$ cat src/cchit_mul.sv
`timescale 1ns / 1ps
// Three-stage signed multiplier built from four half-width partial products.
module cchit_mul #(
    parameter int AW = 33,
    parameter int BW = 33
) (
    input  logic                    i_clk,
    input  logic                    i_en,
    input  logic signed [AW-1:0]    i_a,
    input  logic signed [BW-1:0]    i_b,
    output logic signed [AW+BW-1:0] o_p
);
    localparam int PW = AW + BW;
    localparam int AL = AW / 2;
    localparam int AH = AW - AL;
    localparam int BL = BW / 2;
    localparam int BH = BW - BL;

    logic [AW-1:0]       n_ma, r_ma;
    logic [BW-1:0]       n_mb, r_mb;
    logic                r_neg1, r_neg2;
    logic [AL+BL-1:0]    r_ll;
    logic [AL+BH-1:0]    r_lh;
    logic [AH+BL-1:0]    r_hl;
    logic [AH+BH-1:0]    r_hh;
    logic [PW-1:0]       n_mag;
    logic signed [PW-1:0] r_p;

    // Take magnitudes
    assign n_ma = i_a[AW-1] ? (~i_a + 1'b1) : i_a;
    assign n_mb = i_b[BW-1] ? (~i_b + 1'b1) : i_b;

    always_ff @(posedge i_clk) begin
        if (i_en) begin
            r_ma   <= n_ma;
            r_mb   <= n_mb;
            r_neg1 <= i_a[AW-1] ^ i_b[BW-1];
        end
    end

    // Form partial products
    always_ff @(posedge i_clk) begin
        if (i_en) begin
            r_ll   <= r_ma[AL-1:0] * r_mb[BL-1:0];
            r_lh   <= r_ma[AL-1:0] * r_mb[BW-1:BL];
            r_hl   <= r_ma[AW-1:AL] * r_mb[BL-1:0];
            r_hh   <= r_ma[AW-1:AL] * r_mb[BW-1:BL];
            r_neg2 <= r_neg1;
        end
    end

    // Add partial products and restore the sign
    assign n_mag = (PW'(r_hh) << (AL + BL)) + (PW'(r_hl) << AL)
                 + (PW'(r_lh) << BL) + PW'(r_ll);

    always_ff @(posedge i_clk) begin
        if (i_en) begin
            r_p <= r_neg2 ? signed'(-n_mag) : signed'(n_mag);
        end
    end

    assign o_p = r_p;

endmodule

$ cat config.mk
export PLATFORM = sky130hd
export DESIGN_NAME = cchit_mul
export DESIGN_NICKNAME = d
export VERILOG_FILES = /design/src/cchit_mul.sv
export SDC_FILE = /design/constraint.sdc
export NUM_CORES = 2
export LEC_CHECK = 0
export BUFFER_PORTS_ARGS = -buffer_cell sky130_fd_sc_hd__buf_2
export CORE_MARGIN = 2
export CORE_UTILIZATION = 62
export CTS_CLUSTER_SIZE = 40
export DETAILED_ROUTE_END_ITERATION = 8
export GPL_TIMING_DRIVEN = 0
export PLACE_DENSITY_LB_ADDON = 0.12
export SLEW_MARGIN = 20
export SYNTH_ARGS = -nofsm -noshare
export SYNTH_HDL_FRONTEND = slang
export SYNTH_SLANG_ARGS = --single-unit
$ cat constraint.sdc
create_clock -name i_clk -period 8.6 [get_ports i_clk]
set_input_delay 0.43 -clock i_clk [delete_from_list [all_inputs] [get_ports i_clk]]
set_output_delay 0.43 -clock i_clk [all_outputs]
set_load 0.005 [all_outputs]
# Word level (Yosys, flattened, before mapping)
# Cells that the tools add are included.
[totals] mem_count=0 out_inout_bits=66 word_cells=27 rom_bits=0 ramBits=0 input_bits=68 latchBits=0 ff_bits=266
[op_classes] mux=3 n_eq_ne=0 n_lt_le_gt_ge=0 multipliers=4 div=0 bitwise_logic=3 addsub=6 n_reduce_logical=0 shift=0
[ops] op="$add A66 B49 Y66" count=2
[ops] op="$add A33 B1 Y33 const B" count=2
[ops] op="$add A66 B32 Y66" count=1
[ops] op="$mux W66" count=1
[ops] op="$neg A66 Y66" count=1
[ops] op="$not A33 Y33" count=2
[ops] op="$mux W32" count=2
[ops] op="$mul A17 B17 Y34" count=1
[ops] op="$mul A16 B17 Y33" count=1
[ops] op="$mul A17 B16 Y33" count=1
[ops] op="$mul A16 B16 Y32" count=1
[ops] op="$xor A1 B1 Y1" count=1

# Logic depth before layout (Yosys ltp)
[logic_depth] ltp_word=5 ltp_mapped=27 ltp_nobuf=26

# Worst setup path before layout
# Ideal clock, no wire load.
[synth_timing] path_kind="register -> register" from="register r_ma[23]" to="register r_hl[32], data pin" path_buffers=1 slack_ns=1.743 setup_time_ns=0.259 required_ns=8.341 path_stages_with_launch=27 period_less_slack_ns=6.857 arrival_ns=6.597 cell_sequence="edfxtp_1 > clkbuf_1 > nand2_1 > fa_1 > inv_1 > fa_1 > inv_1 > fa_1 > inv_1 > fa_1 > fa_1 > inv_1 > fa_1 > inv_1 > ha_1 > a41oi_1 > o21ai_0 > a21o_1 > o2bb2ai_1 > a31oi_1 > a211o_1 > o21ai_0 > nor4_1 > a2111oi_0 > a2111oi_0 > a21oi_1 > xnor2_1"
[synth_between] elab_chain_cells=1
[synth_lines] item="from (decl)" line="19" rtl="logic [AW-1:0] n_ma, r_ma;"
[synth_lines] item="from (signal assigned)" line="35" rtl="r_ma <= n_ma;"
[synth_lines] item="$mul A17 B16 Y33" line="46" rtl="r_hl <= r_ma[AW-1:AL] * r_mb[BL-1:0];"
[synth_lines] item="to (signal assigned)" line="46"
[synth_lines] item="to (decl)" line="24" rtl="logic [AH+BL-1:0] r_hl;"
# No other way between the ends.
# A chain may end at the register's enable or synchronous reset.

# Final worst setup path
[layout_timing] from="register r_mb[26]" to="register r_lh[26], data pin"
[layout_between] elab_chain_cells=1
[layout_lines] item="from (decl)" line="20" rtl="logic [BW-1:0] n_mb, r_mb;"
[layout_lines] item="from (signal assigned)" line="36" rtl="r_mb <= n_mb;"
[layout_lines] item="$mul A16 B17 Y33" line="45" rtl="r_lh <= r_ma[AL-1:0] * r_mb[BW-1:BL];"
[layout_lines] item="to (signal assigned)" line="45"
[layout_lines] item="to (decl)" line="23" rtl="logic [AL+BH-1:0] r_lh;"
# No other way between the ends.

==> results.txt <==
The depth of the worst hold-timing path was 1; the number of hold-repair buffers added at the cts stage was 0. Sequential elements use 16.29% of the synthesized area. The run finished with clean final reports.

The filler cells instantiated in the layout total 6604. In this design, the largest share of critical-path delay is due to adder cells. After detailed routing, the average wire length per cell comes to 23.90 µm. The maximum number of pins on one net before global-route repair is 101. The tools report the post-CTS resize count as 0. In the post-synthesis netlist, the biggest area contributors are fa_1 35%, edfxtp_1 16%, ha_1 12%. The first global-routing pass estimated 228.8 mm of wire.

The via count of the first global-routing pass was 37590; the area enclosed by the die boundary was 0.08134 mm². The worst setup path is launched from a register. Data arrives at the worst endpoint at 8.65 ns.

The H-tree depth reported by CTS came out at 1. The most used flip-flop cell after synthesis is edfxtp_1. The clock slew seen by the registers of the worst setup and hold paths is 0.06 ns, and the total routing usage reported by global routing is 38.14%.

After floorplanning, the core was sized to cover 0.07861 mm². At the end of routability-driven placement, the weighted congestion stood at 1.024. The run gives 0.04346 ns as the worst clock skew. Averaged over all synthesized cells, the footprint is 9.557 µm². For the area of combinational cells with multiple inputs, the log shows 0.03648 mm². The tools report the top-level I/O count as 134.

The class of the most critical hold timing path was in -> reg. The tool flagged a number of max-cap violations equal to 0. The tools report the total half-perimeter wirelength after legalization and detailed placement as 126.2 mm.

The number of I/O port buffers works out to 133. The library cells used most frequently in the layout, excluding fill and tap cells, are 995 x inv_1, 868 x fa_1, 688 x nand2_1. The number of synthesized flops with an enable pin works out to 266.

The post-layout minimum cycle time is 8.362 ns, and the highest clock rate is 119.6 MHz. The critical path's slowest cell is xor2_1. The tools report the total negative slack as 0 ns.

fa_1 takes more of the synthesized area than any other cell. The maximum single-stage delay on the critical path was 0.82 ns. The setup fix buffers added after clock tree synthesis is 0, and the routed via count is 37400. For the clock sink total, the log shows 266. The starting density of the core came out at 62.37%.

Number of max-slew violations in the final report: 0. Measured along the x axis, the die boundary spans 285.2 µm. The tools report the remaining global-route overflow as 0. The synthesized design contains 266 register bits. Together, buffers and inverters on the worst path number 4.

Cells with a size suffix above 1 make up 4.153% of the layout. For the cell area after synthesis, the log shows 0.04903 mm². Relative to the synthesized area, the layout overhead comes to 6.477%.

The finished cells cover 0.05220 mm². Summing all flip-flop and latch instances after layout gives 0.007988 mm². For this block, the routed nets add up to 152.7 mm of wire. Clock latency on the worst-skew pair, taken at its later pin, is 0.63 ns. By startpoint and endpoint, the worst setup path is classified as reg -> reg. The proportion of netlist area held by the largest area contributor was 35.44%.

TritonCTS built the clock tree. The depth of the worst register-to-register path was 21. The signal on the critical path passes through clkbuf_1, nand2_1, fa_1, fa_1, fa_1, inv_1, fa_1, fa_1, inv_1, fa_1, inv_1, ha_1, and3_1, nand3_1, a211o_1, a31oi_1, o211ai_1, a31oi_1, a21oi_1, o21ai_0, xor2_1. Of all flip-flops after synthesis, the portion carrying an async set or reset was 0%. The number of gates on the worst path with buffers counted came out at 21. The transition at the pin with the smallest max-transition slack is 1.164 ns, and the post-route clock period utilization is 97.23%. After detailed routing, the number of vias per cell comes to 5.856. The cell that appears most often on the critical path is fa_1. The first-iteration detailed-routing DRC count was 3419.

Along the worst path, the maximum fanout reaches 10. The instance count of the mapped netlist is 5130. The tools report the final setup violation count as 0.

The logs give 0 for the total of warnings raised by yosys and 103 for the number of cell rows. Data on the critical path is required at its endpoint by 8.88 ns. The floorplan die height was 285.2 µm; the number of search-and-repair iterations in the first detailed-routing pass was 8. Leaving out fill and tap cells, the most frequent cell in the layout is inv_1.

Once placement finished, the instance area stood at 0.05109 mm². For the synthesized net count, the log shows 6524. The count of nets left with antenna violations once routing finished came out at 0. The worst pin sits at a relative slew slack of 21.84%. Yosys mapped the design onto 68 distinct sky130hd cell types.

The number of antenna violations at the first check in global routing came out at 25. For this run, the post-layout net count is 6692. The number of buffers created by CTS was 30. The tools report the endpoint class of the critical path as a register. The run gives 0.02576 ns as the worst hold slack across all endpoints. Setup repair after global routing left no endpoint under its margin.

The root cell of the clock tree was clkbuf_16. The count of endpoints failing hold in the final timing report is 0. Counting along the longest clock path gives a buffer depth of 3.

In the routed design, unresolved DRC markers number 0.
[path summary, 6_finish.rpt]
path	start	slack, ns	to
setup reg to reg	r_mb[26]$_DFFE_PP_	0.24	r_lh[26]$_DFFE_PP_
hold reg to reg	r_neg1$_DFFE_PP_	0.41	r_neg2$_DFFE_PP_
setup / recovery	r_mb[26]$_DFFE_PP_	0.24	r_lh[26]$_DFFE_PP_
hold / removal	i_b[0]	0.03	r_mb[0]$_DFFE_PP_
[state kept, by name, indices dropped and copies added, names as in the netlist]
signal / count
r_hh: 34
r_lh: 33
r_mb: 33
o_p: 66
r_neg1: 1
r_hl: 33
r_ma: 33
r_ll: 32
r_neg2: 1
[logic make-up (layout without fill, tap and decap cells)]
kind of cell / after synthesis / in the layout / synth area share (%)
buf+inv: 1219 / 1411 / 9.335
xor+xnor: 269 / 269 / 4.805
compound gates: 488 / 488 / 6.497
flops: 266 / 266 / 16.29
simple gates: 1561 / 1561 / 15.92
fa+ha+maj: 1326 / 1326 / 47.13
other cells: 0 / 15 / 0
mux: 1 / 1 / 0.02042
[worst register-to-register path, stage by stage (launching register included)]
cell	delay, ns
edfxtp_1	0.64
clkbuf_1	0.82
nand2_1	0.19
fa_1	0.59
fa_1	0.47
fa_1	0.54
inv_1	0.06
fa_1	0.53
fa_1	0.51
inv_1	0.05
fa_1	0.48
inv_1	0.05
ha_1	0.36
and3_1	0.29
nand3_1	0.12
a211o_1	0.29
a31oi_1	0.37
o211ai_1	0.21
a31oi_1	0.26
a21oi_1	0.16
o21ai_0	0.23
xor2_1	0.82
[synthesized netlist by cell type (19+ instances only)]
| cell type | count |
|---|---|
| a21o_1 | 53 |
| a21oi_1 | 113 |
| and2_1 | 525 |
| and3_1 | 19 |
| clkbuf_1 | 223 |
| edfxtp_1 | 266 |
| fa_1 | 868 |
| ha_1 | 458 |
| inv_1 | 995 |
| nand2_1 | 688 |
| nand2b_1 | 26 |
| nand3_1 | 36 |
| nor2_1 | 96 |
| nor3_1 | 38 |
| o21a_1 | 29 |
| o21ai_0 | 115 |
| o21bai_1 | 21 |
| o31ai_1 | 36 |
| or3_1 | 25 |
| xnor2_1 | 219 |
| xor2_1 | 50 |
[through the flow]
stage	utilization (%)	instances	worst slack [ns]
6_report	66.41	6387	0.2379
3_3_place_gp	64.88	6313	0.3830
3_5_place_dp	64.99	6316	0.4040
4_1_cts	66.33	6372	0.3963
5_1_grt	66.36	6372	0.03171
2_1_floorplan	-	5130	1.743
[per-layer routing]
metal,vias up,GRT usage (%),part of all wire [%],wire length [µm]
met5,-,0,0.077,118
met4,18,19.37,5.9,9070
met3,461,10.94,12,17820
met2,1950,57.43,44,66740
met1,18650,50.67,39,58910
li1,16320,-,-,-
[layout make-up]
cell class / instances / area share, %
multi-input cells: 3645 / 69.88
inverters: 995 / 7.154
well taps: 1050 / 2.517
plain buffers: 224 / 1.632
clock inverters: 23 / 0.5105
diodes: 15 / 0.07190
clock buffers: 33 / 1.500
repair buffers: 136 / 1.428
flip-flops and latches: 266 / 15.30
Power is not shown: default switching activity piles up to over one toggle a cycle in this logic, so the estimate is an artifact.
